$ cat src/rtl/core/jpf_pkg.sv
`timescale 1ns / 1ps

package jpf_pkg;

    localparam int ANGLE_FRAC_BITS    = 16;
    localparam int INTEGRAL_FRAC_BITS = 32;
    localparam int GAIN_FRAC          = 4;
    // integral step is (error + last_error) scaled up into integral format
    localparam int INT_UP             = INTEGRAL_FRAC_BITS - ANGLE_FRAC_BITS;
    localparam int I_SHIFT            = GAIN_FRAC + INTEGRAL_FRAC_BITS - ANGLE_FRAC_BITS;

    localparam int ANGLE_W  = 20;
    localparam int ERR_W    = 21;
    localparam int TSUM_W   = 22;
    localparam int RATE_W   = 32;
    localparam int SUM3_W   = 34;
    localparam int INTEG_W  = 40;
    localparam int TORQUE_W = 48;
    localparam int TQ_OUT_W = 24;
    localparam int GAIN_W   = 16;
    localparam int THR_W    = 16;
    localparam int LIM_W    = 23;
    localparam int CFG_A_W  = 3;

    localparam int MUL_OP_W   = 40;
    localparam int MUL_PROD_W = 56;
    localparam int DIV_W      = TSUM_W + INT_UP;
    localparam int DEN_W      = 11;

    localparam logic [GAIN_W-1:0] RATE_SCALE = 16'd1000;
    localparam logic [DEN_W-1:0]  DEN_RATE   = 11'd3;
    localparam logic [DEN_W-1:0]  DEN_TRAP   = 11'd2000;

    localparam logic [CFG_A_W-1:0] CFG_P_GAIN    = 3'd0;
    localparam logic [CFG_A_W-1:0] CFG_D_GAIN    = 3'd1;
    localparam logic [CFG_A_W-1:0] CFG_I_GAIN    = 3'd2;
    localparam logic [CFG_A_W-1:0] CFG_THRESHOLD = 3'd3;
    localparam logic [CFG_A_W-1:0] CFG_LIMIT     = 3'd4;

    localparam logic [GAIN_W-1:0] P_GAIN_RST = 16'd960;
    localparam logic [GAIN_W-1:0] D_GAIN_RST = 16'd32;
    localparam logic [GAIN_W-1:0] I_GAIN_RST = 16'd8000;
    localparam logic [THR_W-1:0]  THR_RST    = 16'd66;
    localparam logic [LIM_W-1:0]  LIM_RST    = 23'd327680;

    typedef enum logic [3:0] {
        S_IDLE,
        S_LOAD,
        S_RMUL_GO,
        S_RMUL_WAIT,
        S_RDIV_GO,
        S_RDIV_WAIT,
        S_PMUL_GO,
        S_PMUL_WAIT,
        S_DMUL_GO,
        S_DMUL_WAIT,
        S_INTEG,
        S_IDIV_GO,
        S_IDIV_WAIT,
        S_IMUL_GO,
        S_IMUL_WAIT,
        S_FINISH
    } t_jpf_state;

endpackage

$ cat src/rtl/core/joint_pid_with_filtered_rate.sv
`timescale 1ns / 1ps
// Single-joint PID controller with a three-tap averaged rate term and
// conditional trapezoid integration.
// Input channel s_axis: one transaction per control tick carries the measured
// and reference angle. Output channel m_axis: one transaction per input with
// the saturated torque, and in tuser the over-limit and integrating flags.
// Config port: i_cfg_we writes register i_cfg_addr (0 p_gain, 1 d_gain,
// 2 i_gain, 3 integrate_threshold, 4 torque_limit); higher indexes are ignored.
// The time from input to output goes mostly to the bit-serial multiplier
// (three products, a fourth for the integral term when the error is inside
// the threshold) and the bit-serial divider (for the rate average and, inside
// the threshold, the integral step), used in turn.
// One item is processed at a time; s_axis_tready is high only while idle.
// The result sits in an output register, so the next item is accepted while
// it waits; if the receiver stalls, the next item finishes and then holds
// until that register is free.
// Reset (synchronous, active low) loads the default gains and clears the angle,
// rate history, integral and error history.
module joint_pid_with_filtered_rate (
    input  logic                            i_clk,
    input  logic                            i_rst_n,
    input  logic                            s_axis_tvalid,
    output logic                            s_axis_tready,
    input  logic [39:0]                     s_axis_tdata,  // measured_angle, reference_angle
    output logic                            m_axis_tvalid,
    input  logic                            m_axis_tready,
    output logic [23:0]                     m_axis_tdata,  // torque_command
    output logic [1:0]                      m_axis_tuser,  // over_limit, integrating
    input  logic                            i_cfg_we,
    input  logic [jpf_pkg::CFG_A_W-1:0]     i_cfg_addr,
    input  logic [jpf_pkg::LIM_W-1:0]       i_cfg_data
);
    import jpf_pkg::*;

    localparam int MAG_W = SUM3_W;

    t_jpf_state r_state, n_state;

    logic [GAIN_W-1:0] r_p_gain, r_d_gain, r_i_gain;
    logic [THR_W-1:0]  r_thr;
    logic [LIM_W-1:0]  r_limit;

    logic signed [ANGLE_W-1:0]  r_meas, r_ref, r_last_angle;
    logic signed [ERR_W-1:0]    r_err, r_diff, r_last_err;
    logic signed [SUM3_W-1:0]   r_sum3;
    logic signed [RATE_W-1:0]   r_rate, r_hist0, r_hist1;
    logic signed [TORQUE_W-1:0] r_torque;
    logic signed [INTEG_W-1:0]  r_integral, r_isum;
    logic                       r_integ, r_tneg;
    logic [DIV_W-1:0]           r_scaled;

    logic                  r_out_valid, r_out_over, r_out_integ;
    logic [TQ_OUT_W-1:0]   r_out_torque;

    logic                         mul_start, mul_busy, mul_done;
    logic [GAIN_W-1:0]            mul_gain;
    logic signed [MUL_OP_W-1:0]   mul_op;
    logic signed [MUL_PROD_W-1:0] mul_prod;
    logic                         div_start, div_busy, div_done;
    logic [DIV_W-1:0]             div_dvd, div_q;
    logic [DEN_W-1:0]             div_den;

    logic                   w_in_go, w_fin_go;
    logic [MAG_W-1:0]       w_sum3_mag;
    logic [ERR_W-1:0]       w_err_mag;
    logic signed [TSUM_W-1:0] w_tsum;
    logic [TSUM_W-1:0]      w_tsum_mag;
    logic signed [INTEG_W:0]  w_delta, w_isum;
    logic [TORQUE_W-1:0]    w_tq_mag;
    logic                   w_over;
    logic [TQ_OUT_W-1:0]    w_tq_sat;

    jpf_ser_mul u_mul (
        .i_clk     (i_clk),
        .i_rst_n   (i_rst_n),
        .i_start   (mul_start),
        .i_gain    (mul_gain),
        .i_operand (mul_op),
        .o_busy    (mul_busy),
        .o_done    (mul_done),
        .o_product (mul_prod)
    );

    jpf_ser_div u_div (
        .i_clk      (i_clk),
        .i_rst_n    (i_rst_n),
        .i_start    (div_start),
        .i_dividend (div_dvd),
        .i_divisor  (div_den),
        .o_busy     (div_busy),
        .o_done     (div_done),
        .o_quotient (div_q)
    );

    assign w_in_go  = s_axis_tvalid && s_axis_tready;
    assign w_fin_go = (r_state == S_FINISH) && (!r_out_valid || m_axis_tready);

    // configuration
    always_ff @(posedge i_clk) begin
        if (!i_rst_n) begin
            r_p_gain <= P_GAIN_RST;
            r_d_gain <= D_GAIN_RST;
            r_i_gain <= I_GAIN_RST;
            r_thr    <= THR_RST;
            r_limit  <= LIM_RST;
        end else if (i_cfg_we) begin
            case (i_cfg_addr)
                CFG_P_GAIN:    r_p_gain <= i_cfg_data[GAIN_W-1:0];
                CFG_D_GAIN:    r_d_gain <= i_cfg_data[GAIN_W-1:0];
                CFG_I_GAIN:    r_i_gain <= i_cfg_data[GAIN_W-1:0];
                CFG_THRESHOLD: r_thr    <= i_cfg_data[THR_W-1:0];
                CFG_LIMIT:     r_limit  <= i_cfg_data;
                default: ;
            endcase
        end
    end

    // next state
    always_comb begin
        n_state = r_state;
        case (r_state)
            S_IDLE:      if (w_in_go) n_state = S_LOAD;
            S_LOAD:      n_state = S_RMUL_GO;
            S_RMUL_GO:   n_state = S_RMUL_WAIT;
            S_RMUL_WAIT: if (mul_done) n_state = S_RDIV_GO;
            S_RDIV_GO:   n_state = S_RDIV_WAIT;
            S_RDIV_WAIT: if (div_done) n_state = S_PMUL_GO;
            S_PMUL_GO:   n_state = S_PMUL_WAIT;
            S_PMUL_WAIT: if (mul_done) n_state = S_DMUL_GO;
            S_DMUL_GO:   n_state = S_DMUL_WAIT;
            S_DMUL_WAIT: if (mul_done) n_state = S_INTEG;
            S_INTEG:     n_state = (w_err_mag < {{(ERR_W-THR_W){1'b0}}, r_thr}) ?
                                   S_IDIV_GO : S_FINISH;
            S_IDIV_GO:   n_state = S_IDIV_WAIT;
            S_IDIV_WAIT: if (div_done) n_state = S_IMUL_GO;
            S_IMUL_GO:   n_state = S_IMUL_WAIT;
            S_IMUL_WAIT: if (mul_done) n_state = S_FINISH;
            S_FINISH:    if (w_fin_go) n_state = S_IDLE;
            default:     n_state = S_IDLE;
        endcase
    end

    // unit launches and operand select
    always_comb begin
        mul_start = 1'b0;
        mul_gain  = r_p_gain;
        mul_op    = {{(MUL_OP_W-ERR_W){r_err[ERR_W-1]}}, r_err};
        div_start = 1'b0;
        div_dvd   = {{(DIV_W-MAG_W){1'b0}}, w_sum3_mag};
        div_den   = DEN_RATE;
        case (r_state)
            S_RMUL_GO: begin
                mul_start = 1'b1;
                mul_gain  = RATE_SCALE;
                mul_op    = {{(MUL_OP_W-ERR_W){r_diff[ERR_W-1]}}, r_diff};
            end
            S_RDIV_GO: begin
                div_start = 1'b1;
            end
            S_PMUL_GO: begin
                mul_start = 1'b1;
            end
            S_DMUL_GO: begin
                mul_start = 1'b1;
                mul_gain  = r_d_gain;
                mul_op    = {{(MUL_OP_W-RATE_W){r_rate[RATE_W-1]}}, r_rate};
            end
            S_IDIV_GO: begin
                div_start = 1'b1;
                div_dvd   = r_scaled;
                div_den   = DEN_TRAP;
            end
            S_IMUL_GO: begin
                mul_start = 1'b1;
                mul_gain  = r_i_gain;
                mul_op    = r_isum;
            end
            default: ;
        endcase
    end

    assign w_sum3_mag = r_sum3[SUM3_W-1] ? MAG_W'(-r_sum3) : MAG_W'(r_sum3);
    assign w_err_mag  = r_err[ERR_W-1] ? ERR_W'(-r_err) : ERR_W'(r_err);
    assign w_tsum     = {r_err[ERR_W-1], r_err} + {r_last_err[ERR_W-1], r_last_err};
    assign w_tsum_mag = w_tsum[TSUM_W-1] ? TSUM_W'(-w_tsum) : TSUM_W'(w_tsum);

    assign w_delta = r_tneg ? -(INTEG_W+1)'(div_q) : (INTEG_W+1)'(div_q);
    assign w_isum  = {r_integral[INTEG_W-1], r_integral} + w_delta;

    assign w_tq_mag = r_torque[TORQUE_W-1] ? TORQUE_W'(-r_torque) : TORQUE_W'(r_torque);
    assign w_over   = w_tq_mag > {{(TORQUE_W-LIM_W){1'b0}}, r_limit};

    always_comb begin
        if (!r_torque[TORQUE_W-1] && (r_torque[TORQUE_W-2:TQ_OUT_W-1] != '0)) begin
            w_tq_sat = {1'b0, {(TQ_OUT_W-1){1'b1}}};
        end else if (r_torque[TORQUE_W-1] && (r_torque[TORQUE_W-2:TQ_OUT_W-1] != '1)) begin
            w_tq_sat = {1'b1, {(TQ_OUT_W-1){1'b0}}};
        end else begin
            w_tq_sat = r_torque[TQ_OUT_W-1:0];
        end
    end

    // control
    always_ff @(posedge i_clk) begin
        if (!i_rst_n) begin
            r_state      <= S_IDLE;
            r_out_valid  <= 1'b0;
            r_last_angle <= '0;
            r_hist0      <= '0;
            r_hist1      <= '0;
            r_integral   <= '0;
            r_last_err   <= '0;
        end else begin
            r_state <= n_state;
            if (w_fin_go) begin
                r_out_valid  <= 1'b1;
                r_last_angle <= r_meas;
                r_hist1      <= r_hist0;
                r_hist0      <= r_rate;
                r_last_err   <= r_err;
                if (r_integ && !w_over) begin
                    r_integral <= r_isum;
                end
            end else if (m_axis_tready) begin
                r_out_valid <= 1'b0;
            end
        end
    end

    // datapath
    always_ff @(posedge i_clk) begin
        if (w_in_go) begin
            r_meas <= s_axis_tdata[ANGLE_W-1:0];
            r_ref  <= s_axis_tdata[2*ANGLE_W-1:ANGLE_W];
        end
        case (r_state)
            S_LOAD: begin
                r_err   <= {r_ref[ANGLE_W-1], r_ref} - {r_meas[ANGLE_W-1], r_meas};
                r_diff  <= {r_meas[ANGLE_W-1], r_meas}
                         - {r_last_angle[ANGLE_W-1], r_last_angle};
                r_integ <= 1'b0;
            end
            S_RMUL_WAIT: if (mul_done) begin
                r_sum3 <= SUM3_W'(mul_prod)
                        + {{(SUM3_W-RATE_W){r_hist0[RATE_W-1]}}, r_hist0}
                        + {{(SUM3_W-RATE_W){r_hist1[RATE_W-1]}}, r_hist1};
            end
            S_RDIV_WAIT: if (div_done) begin
                r_rate <= r_sum3[SUM3_W-1] ? -div_q[RATE_W-1:0] : div_q[RATE_W-1:0];
            end
            S_PMUL_WAIT: if (mul_done) begin
                r_torque <= TORQUE_W'(mul_prod >>> GAIN_FRAC);
            end
            S_DMUL_WAIT: if (mul_done) begin
                r_torque <= r_torque - TORQUE_W'(mul_prod >>> GAIN_FRAC);
            end
            S_INTEG: begin
                r_integ  <= (w_err_mag < {{(ERR_W-THR_W){1'b0}}, r_thr});
                r_tneg   <= w_tsum[TSUM_W-1];
                r_scaled <= DIV_W'(w_tsum_mag) << INT_UP;
            end
            S_IDIV_WAIT: if (div_done) begin
                if (w_isum[INTEG_W] != w_isum[INTEG_W-1]) begin
                    r_isum <= {w_isum[INTEG_W], {(INTEG_W-1){~w_isum[INTEG_W]}}};
                end else begin
                    r_isum <= w_isum[INTEG_W-1:0];
                end
            end
            S_IMUL_WAIT: if (mul_done) begin
                r_torque <= r_torque - TORQUE_W'(mul_prod >>> I_SHIFT);
            end
            default: ;
        endcase
        if (w_fin_go) begin
            r_out_torque <= w_tq_sat;
            r_out_over   <= w_over;
            r_out_integ  <= r_integ;
        end
    end

    assign s_axis_tready = (r_state == S_IDLE);
    assign m_axis_tvalid = r_out_valid;
    assign m_axis_tdata  = r_out_torque;
    assign m_axis_tuser  = {r_out_integ, r_out_over};

`ifndef SYNTHESIS
    a_mul_idle_on_start: assert property (@(posedge i_clk) disable iff (!i_rst_n)
        mul_start |-> !mul_busy)
        else $error("multiplier started while busy");

    a_units_idle_when_ready: assert property (@(posedge i_clk) disable iff (!i_rst_n)
        s_axis_tready |-> (!mul_busy && !div_busy))
        else $error("arithmetic unit busy while accepting input");

    a_integral_held: assert property (@(posedge i_clk) disable iff (!i_rst_n)
        (w_fin_go && !r_integ) |=> $stable(r_integral))
        else $error("integral changed outside integration");

    a_result_posted: assert property (@(posedge i_clk) disable iff (!i_rst_n)
        w_fin_go |=> m_axis_tvalid)
        else $error("finished result not presented");
`endif

endmodule

$ cat src/rtl/core/jpf_ser_mul.sv
`timescale 1ns / 1ps

module jpf_ser_mul (
    input  logic                                   i_clk,
    input  logic                                   i_rst_n,
    input  logic                                   i_start,
    input  logic [jpf_pkg::GAIN_W-1:0]             i_gain,
    input  logic signed [jpf_pkg::MUL_OP_W-1:0]    i_operand,
    output logic                                   o_busy,
    output logic                                   o_done,
    output logic signed [jpf_pkg::MUL_PROD_W-1:0]  o_product
);
    import jpf_pkg::*;

    localparam int CNT_W = $clog2(MUL_PROD_W + 1);

    logic [GAIN_W-1:0]     r_gain;
    logic [MUL_OP_W-1:0]   r_x;
    logic [GAIN_W-1:0]     r_acc;
    logic [MUL_PROD_W-1:0] r_prod;
    logic [CNT_W-1:0]      r_cnt;
    logic                  r_done;
    logic [GAIN_W:0]       w_sum;

    // serial-parallel: operand bits enter LSB first, sign repeated
    assign w_sum = {1'b0, r_acc} + (r_x[0] ? {1'b0, r_gain} : '0);

    always_ff @(posedge i_clk) begin
        if (!i_rst_n) begin
            r_cnt  <= '0;
            r_done <= 1'b0;
        end else begin
            r_done <= 1'b0;
            if (i_start) begin
                r_cnt <= CNT_W'(MUL_PROD_W);
            end else if (r_cnt != '0) begin
                r_cnt <= r_cnt - 1'b1;
                r_done <= (r_cnt == CNT_W'(1));
            end
        end
    end

    always_ff @(posedge i_clk) begin
        if (i_start) begin
            r_gain <= i_gain;
            r_x    <= i_operand;
            r_acc  <= '0;
        end else if (r_cnt != '0) begin
            r_x    <= {r_x[MUL_OP_W-1], r_x[MUL_OP_W-1:1]};
            r_acc  <= w_sum[GAIN_W:1];
            r_prod <= {w_sum[0], r_prod[MUL_PROD_W-1:1]};
        end
    end

    assign o_busy    = (r_cnt != '0);
    assign o_done    = r_done;
    assign o_product = r_prod;

endmodule

$ cat src/rtl/core/jpf_ser_div.sv
`timescale 1ns / 1ps

module jpf_ser_div (
    input  logic                        i_clk,
    input  logic                        i_rst_n,
    input  logic                        i_start,
    input  logic [jpf_pkg::DIV_W-1:0]   i_dividend,
    input  logic [jpf_pkg::DEN_W-1:0]   i_divisor,
    output logic                        o_busy,
    output logic                        o_done,
    output logic [jpf_pkg::DIV_W-1:0]   o_quotient
);
    import jpf_pkg::*;

    localparam int CNT_W = $clog2(DIV_W + 1);

    logic [DIV_W-1:0] r_dq;
    logic [DEN_W-1:0] r_rem;
    logic [DEN_W-1:0] r_den;
    logic [CNT_W-1:0] r_cnt;
    logic             r_done;
    logic [DEN_W:0]   w_trial;
    logic [DEN_W:0]   w_diff;
    logic             w_ge;

    // restoring division, one quotient bit per cycle, MSB first
    assign w_trial = {r_rem, r_dq[DIV_W-1]};
    assign w_ge    = (w_trial >= {1'b0, r_den});
    assign w_diff  = w_trial - {1'b0, r_den};

    always_ff @(posedge i_clk) begin
        if (!i_rst_n) begin
            r_cnt  <= '0;
            r_done <= 1'b0;
        end else begin
            r_done <= 1'b0;
            if (i_start) begin
                r_cnt <= CNT_W'(DIV_W);
            end else if (r_cnt != '0) begin
                r_cnt <= r_cnt - 1'b1;
                r_done <= (r_cnt == CNT_W'(1));
            end
        end
    end

    always_ff @(posedge i_clk) begin
        if (i_start) begin
            r_dq  <= i_dividend;
            r_rem <= '0;
            r_den <= i_divisor;
        end else if (r_cnt != '0) begin
            r_dq  <= {r_dq[DIV_W-2:0], w_ge};
            r_rem <= w_ge ? w_diff[DEN_W-1:0] : w_trial[DEN_W-1:0];
        end
    end

    assign o_busy     = (r_cnt != '0);
    assign o_done     = r_done;
    assign o_quotient = r_dq;

endmodule
$ cat config.mk
export PLATFORM = sky130hd
export DESIGN_NAME = joint_pid_with_filtered_rate
export DESIGN_NICKNAME = d
export VERILOG_FILES = /design/src/rtl/core/jpf_pkg.sv /design/src/rtl/core/joint_pid_with_filtered_rate.sv /design/src/rtl/core/jpf_ser_mul.sv /design/src/rtl/core/jpf_ser_div.sv
export SDC_FILE = /design/constraint.sdc
export NUM_CORES = 2
export LEC_CHECK = 0
export ABC_AREA = 1
export BUFFER_PORTS_ARGS = -buffer_cell sky130_fd_sc_hd__buf_2
export CAP_MARGIN = 15
export CORE_UTILIZATION = 51
export DETAILED_ROUTE_END_ITERATION = 6
export HOLD_SLACK_MARGIN = 0.02
export PLACE_DENSITY = 0.66
export SLEW_MARGIN = 15
export SYNTH_ARGS = -nofsm -noshare
export SYNTH_HDL_FRONTEND = slang
export SYNTH_HIERARCHICAL = 1
export SYNTH_SLANG_ARGS = --single-unit
export TNS_END_PERCENT = 30
$ cat constraint.sdc
create_clock -name i_clk -period 4.5 [get_ports i_clk]
set_input_delay 0.9 -clock i_clk [delete_from_list [all_inputs] [get_ports i_clk]]
set_output_delay 0.9 -clock i_clk [all_outputs]
set_load 0.005 [all_outputs]
== After elaboration in Yosys (flattened, before gate mapping) ==
Cells that the tools add are included.
Word-level totals
  memory bits (writable): 0
  latch bits: 0
  output and inout bits: 28
  bits in registers: 725
  bits in read-only memories: 0
  memories kept: 0
  logic and storage cells: 176
Operators by class
  eq/ne operators: 31
  shift-type cells: 0
  order comparisons: 3
  bitwise logic cells: 5
  reduce and logical (&&, ||, !) cells: 37
  div/mod/pow operators: 0
  $add $sub $neg: 18
  multiply operators: 0
  mux-type cells: 41
Operator list (number)
  $mux 48: 4
  $pmux 48 s3: 1
  $pmux 40 s3: 1
  $mux 38: 3
  $mux 40: 2
  $add 34x34->34: 2
  $pmux 4 s16: 1
  $gt 48x23->1: 1
  $neg 48->48: 1
  $pmux 16 s3: 1
  $sub 48x36->48: 1
  $sub 48x48->48: 1
  $mux 21: 2
  $sub 20x20->21: 2
  $add 41x41->41: 1
  $mux 41: 1
  $neg 38->41: 1
  $mux 39: 1
  $mux 34: 1
  $neg 34->34: 1
  $eq 4x4->1 const B: 8
  $mux 32: 1
  $mux 4: 8
  $neg 32->32: 1
  other kinds (42): 88

== Longest topological paths before layout ==
  depth in word-level cells: 6
  depth in mapped cells: 27
  depth with buffers taken out: 26

== Modules after synthesis ==
Netlist, hierarchy kept.
By module, submodules not included
  joint_pid_with_filtered_rate: cells an instance 4915, area each 36379.9 µm², instances 1
  jpf_ser_mul: cells an instance 561, area each 5800.6 µm², instances 1
  jpf_ser_div: cells an instance 431, area each 3529.6 µm², instances 1

== Least setup slack after synthesis ==
OpenSTA, ideal clock, no wires.
  path kind: input port to flip-flop
  start point: input s_axis_tvalid
  end point: register r_meas[0] (enable)
  path buffers: 0
  setup slack: 305 ps
  required time: 4013 ps
  stages on the path: 2
  data arrival time: 3708 ps
  cells stage by stage: inv_1 > nor3_1
On the way
  word-level cells in the longest chain between the ends: 1
Ends and longest elaborated chain
  from (decl): line joint_pid_with_filtered_rate.sv:22  | input logic s_axis_tvalid,
  $logic_and 1x1->1: line joint_pid_with_filtered_rate.sv:95  | assign w_in_go = s_axis_tvalid && s_axis_tready;
  net w_in_go: line joint_pid_with_filtered_rate.sv:63  | logic w_in_go, w_fin_go;
  to (signal assigned): line joint_pid_with_filtered_rate.sv:233  | r_meas <= s_axis_tdata[ANGLE_W-1:0];
  to (decl): line joint_pid_with_filtered_rate.sv:43  | logic signed [ANGLE_W-1:0] r_meas, r_ref, r_last_angle;
The timed path passes the listed nets, and every way through them passes these cells.
A chain may end at the register's enable or synchronous reset.

== Final worst setup path ==
  start point: register u_div.r_dq[1] (netlist: u_div/o_quotient[1])
  end point: register r_isum[10] (data pin)
On the way
  word-level cells in the longest chain between the ends: 5
Ends and longest elaborated chain
  from (decl): line jpf_ser_div.sv:17  | logic [DIV_W-1:0] r_dq;
  from (signal assigned): line jpf_ser_div.sv:48  | r_dq <= i_dividend;
  from (signal assigned): line jpf_ser_div.sv:52  | r_dq <= {r_dq[DIV_W-2:0], w_ge};
  $neg 38->41: line joint_pid_with_filtered_rate.sv:187  | assign w_delta = r_tneg ? -(INTEG_W+1)'(div_q) : (INTEG_W+1)'(div_q);
  $mux 41 (*): line joint_pid_with_filtered_rate.sv:187
  $add 41x41->41 (*): line joint_pid_with_filtered_rate.sv:188  | assign w_isum = {r_integral[INTEG_W-1], r_integral} + w_delta;
  $ne 1x1->1 or $not 1->1 (tied branches): line joint_pid_with_filtered_rate.sv:263, joint_pid_with_filtered_rate.sv:264
  $mux 40 (*): line joint_pid_with_filtered_rate.sv:263  | if (w_isum[INTEG_W] != w_isum[INTEG_W-1]) begin
  to (signal assigned): line joint_pid_with_filtered_rate.sv:264  | r_isum <= {w_isum[INTEG_W], {(INTEG_W-1){~w_isum[INTEG_W]}}};
  to (signal assigned): line joint_pid_with_filtered_rate.sv:266  | r_isum <= w_isum[INTEG_W-1:0];
  to (decl): line joint_pid_with_filtered_rate.sv:48  | logic signed [INTEG_W-1:0] r_integral, r_isum;
Mark *: on every way between the ends. The rest lies on a longest branch, timed or not.

==> impl_results.md <==
* DRC at 20
* Worst min path class: in -> reg
* Root buf cell: clkbuf_16
* Initial antenna violation count at 2
* Vias per inst at 5.61
* Setup violation total in the final timing report at 0
* Initial drt markers at 4121
* Gp weighted congestion at 0.984
* RSZ-0062 raised after global routing: true
* Die width at 301 um
* Vias in the first global route at 37700
* Async SR Flop Fraction at 0
* Count leader, synth: nand2_1
* Final nets at about 6400
* Worst-path fanout max at 12
* First-pass GRT wire length at 222000 um
* IO buf count at 98
* CTS Buffer Depth at 3
* CTS tree: done
* Setup crit end kind: register
* Row cnt at between 100 and 150
* Outcome: complete, but fails checks
* CTS buffer count at 83
* Initial Util at 0.516
* Share of Yosys cell area claimed by the top area cell type at 0.294
* Share of cells above drive strength 1 at 0.0889
* Skew final at 29.2 ps
* Critical setup path kind: reg -> reg
* Fmax at around 230 MHz
* DRT Pass-1 Iters at 7
* Core area at 88600 um^2
* Cell Pwr Density at 539 nW/um^2
* DP Worst Slack at -14.7 ps
* Hpwl dp at roughly 110000 um
* Total gr overflow at 0
* Clk slew on worst S/H paths at 70 ps
* Post-synth top cells: nand2_1 (1419), nor2_1 (737), inv_1 (644)
* Final Hold Viols at 0
* Distinct cells, synth at 65
* Boundary pin count at between 90 and 100
* Die Ht at 301 um
* Post-Syn Area at between 40000 and 50000 um^2
* Violated checks: DRC
* Avg Synthesized Cell Area at 7.74 um^2
* Crit share post-route at 0.984
* Setup crit start kind: register
* Sequential area share after synthesis at 0.415
* Htree depth at 3
* Worst-skew pair later-pin latency at about 680 ps
* Die Area at 90800 um^2
* Hold buffers post-CTS at 0
* DRT Wirelength at about 150000 um
* Area leader, netlist: edfxtp_1
* Max-slew headroom at 0.183
* Sink Count at approximately 730
* Final core occ at 0.579
* Peak supply drop at roughly 0.00037 V
* Arrival time worst endpoint at 4850 ps
* GRT Total Usage at 0.318
* Filler cells at 8393
* #FFs+latches synth at 725
* CP required at 4920 ps
* Worst setup slack after layout at approximately 74 ps
* Cell count after synthesis at ~5900
* Routed Antenna Nets at 0
* Worst Tran Pin Value at 1220 ps
* Largest net degree at the start of global routing at 121
* Ys flop type: edfxtp_1
* Layout area overhead at 12.3%
* Vias at 40900
* Tightest hold margin at between 400 and 500 ps
* DR WL/cell at 20.0 um
* Yosys warnings at 6
* Max-cap violations at 0
* Top post-synthesis cells by area: edfxtp_1 (29%), dfxtp_1 (12%), nand2_1 (12%)
* Slew Limit Fails at 0
* Leak at 0.0227 uW
* Number of flops mapped to enable cells by yosys at ~450
* Final min period at 4430 ps
## cell usage in the layout (no fill, tap or decap), drive strengths merged, types with 108 or more instances in the layout
master,netlist,routed
buf,42,241
nand2,1428,1428
nor2,754,754
edfxtp,447,447
o21ai,547,547
inv,651,656
ha,257,257
clkbuf,143,108
xor2,175,175
dfxtp,278,278
nand3,242,242
a21oi,377,377
## layout make-up
class	count	area (um^2)	area share
Inverter	658	2470	0.0482
Antenna cell	1	2.50	0.0000488
Timing Repair Buffer	243	1690	0.0329
Sequential cell	725	19000	0.370
Clock inverter	49	445	0.00868
Clock buffer	106	2240	0.0437
Tap cell	1165	1460	0.0284
Multi-Input combinational cell	4341	24000	0.468
## path summary, 6_finish.rpt
kind                                          start  depth (start not counted)  slack [ps]                  end
worst max-delay path            u_div/o_quotient[1]                         23          70           r_isum[10]
worst min-delay path               s_axis_tdata[11]                          1         410           r_meas[11]
worst max register to register  u_div/o_quotient[1]                         23          70           r_isum[10]
worst min register to register  u_mul/o_product[53]                          0         450  u_mul/o_product[52]
## sequential cells by signal, summed over array words and instances (netlist names), 23 cells and up
register / count
u_mul/o_product: 56
r_torque: 48
r_integral: 40
r_isum: 40
u_mul/r_x: 40
u_div/o_quotient: 38
r_sum3: 34
r_hist0: 32
r_hist1: 32
r_rate: 32
m_axis_tdata: 24
r_limit: 23
## per-layer routing
metal | up-vias | part of all wire | global-route usage
li1 | 20000 | - | -
met1 | 19100 | 0.45 | 0.463
met2 | 1504 | 0.43 | 0.481
met3 | 235 | 0.079 | 0.0481
met4 | 0 | 0.033 | 0.100
met5 | - | 0 | 0
## timing repair
item                                    CTS  global route
hold endpoints to repair                  0             0
cloned                                    0             4
pin swaps                                 0            43
gates resized for setup                   6           115
setup buffers                             0            13
endpoints found under the setup margin   16            39
## worst max-delay path, cell delays in order, from the launching register on
cell and delay (ps):
edfxtp_1 410, inv_2 100, buf_4 120, nand3_1 110, nor3_2 190, nor3b_4 250
nand4_1 140, nor2_1 160, inv_1 130, nor2_2 160, a31oi_1 130, xor2_1 340
ha_1 350, a21oi_1 200, o21ai_0 150, a21oi_1 130, o21ai_0 100, nor2_1 160
nand3_2 140, xor2_4 230, inv_2 90, nand2_8 120, clkbuf_16 170, o21ai_1 60
## stage by stage
stage | instance area (um^2) | cells | TNS [ps] | power [uW]
after floorplan | 45700 | 5909 | 0 | 17000
after global placement | 48000 | 7115 | 0 | 20500
after detailed placement | 48000 | 7115 | -21.5 | 20500
after CTS | 50700 | 7270 | 0 | 27400
after global routing | 51300 | 7287 | -7990 | 29400
final | 51300 | 7288 | 0 | 27700
## where the power goes
group | switching (uW) | internal [uW]
Clock | 2990 | 3750
Sequential | 1170 | 8910
Combinational | 7110 | 3720
Total | 11300 | 16400
## cells by family (layout without fill, tap and decap cells)
logic type / Yosys count / after routing / share of synthesized area
mux: 5 / 5 / 0.00109
fa+ha+maj: 298 / 298 / 0.0883
xor+xnor: 250 / 250 / 0.0479
compound gates: 1129 / 1129 / 0.135
other cells: 1 / 4 / 0.0000820
buf+inv: 843 / 1056 / 0.0710
flops: 725 / 725 / 0.415
simple gates: 2656 / 2656 / 0.241
Power figures use the tool's default switching activity.
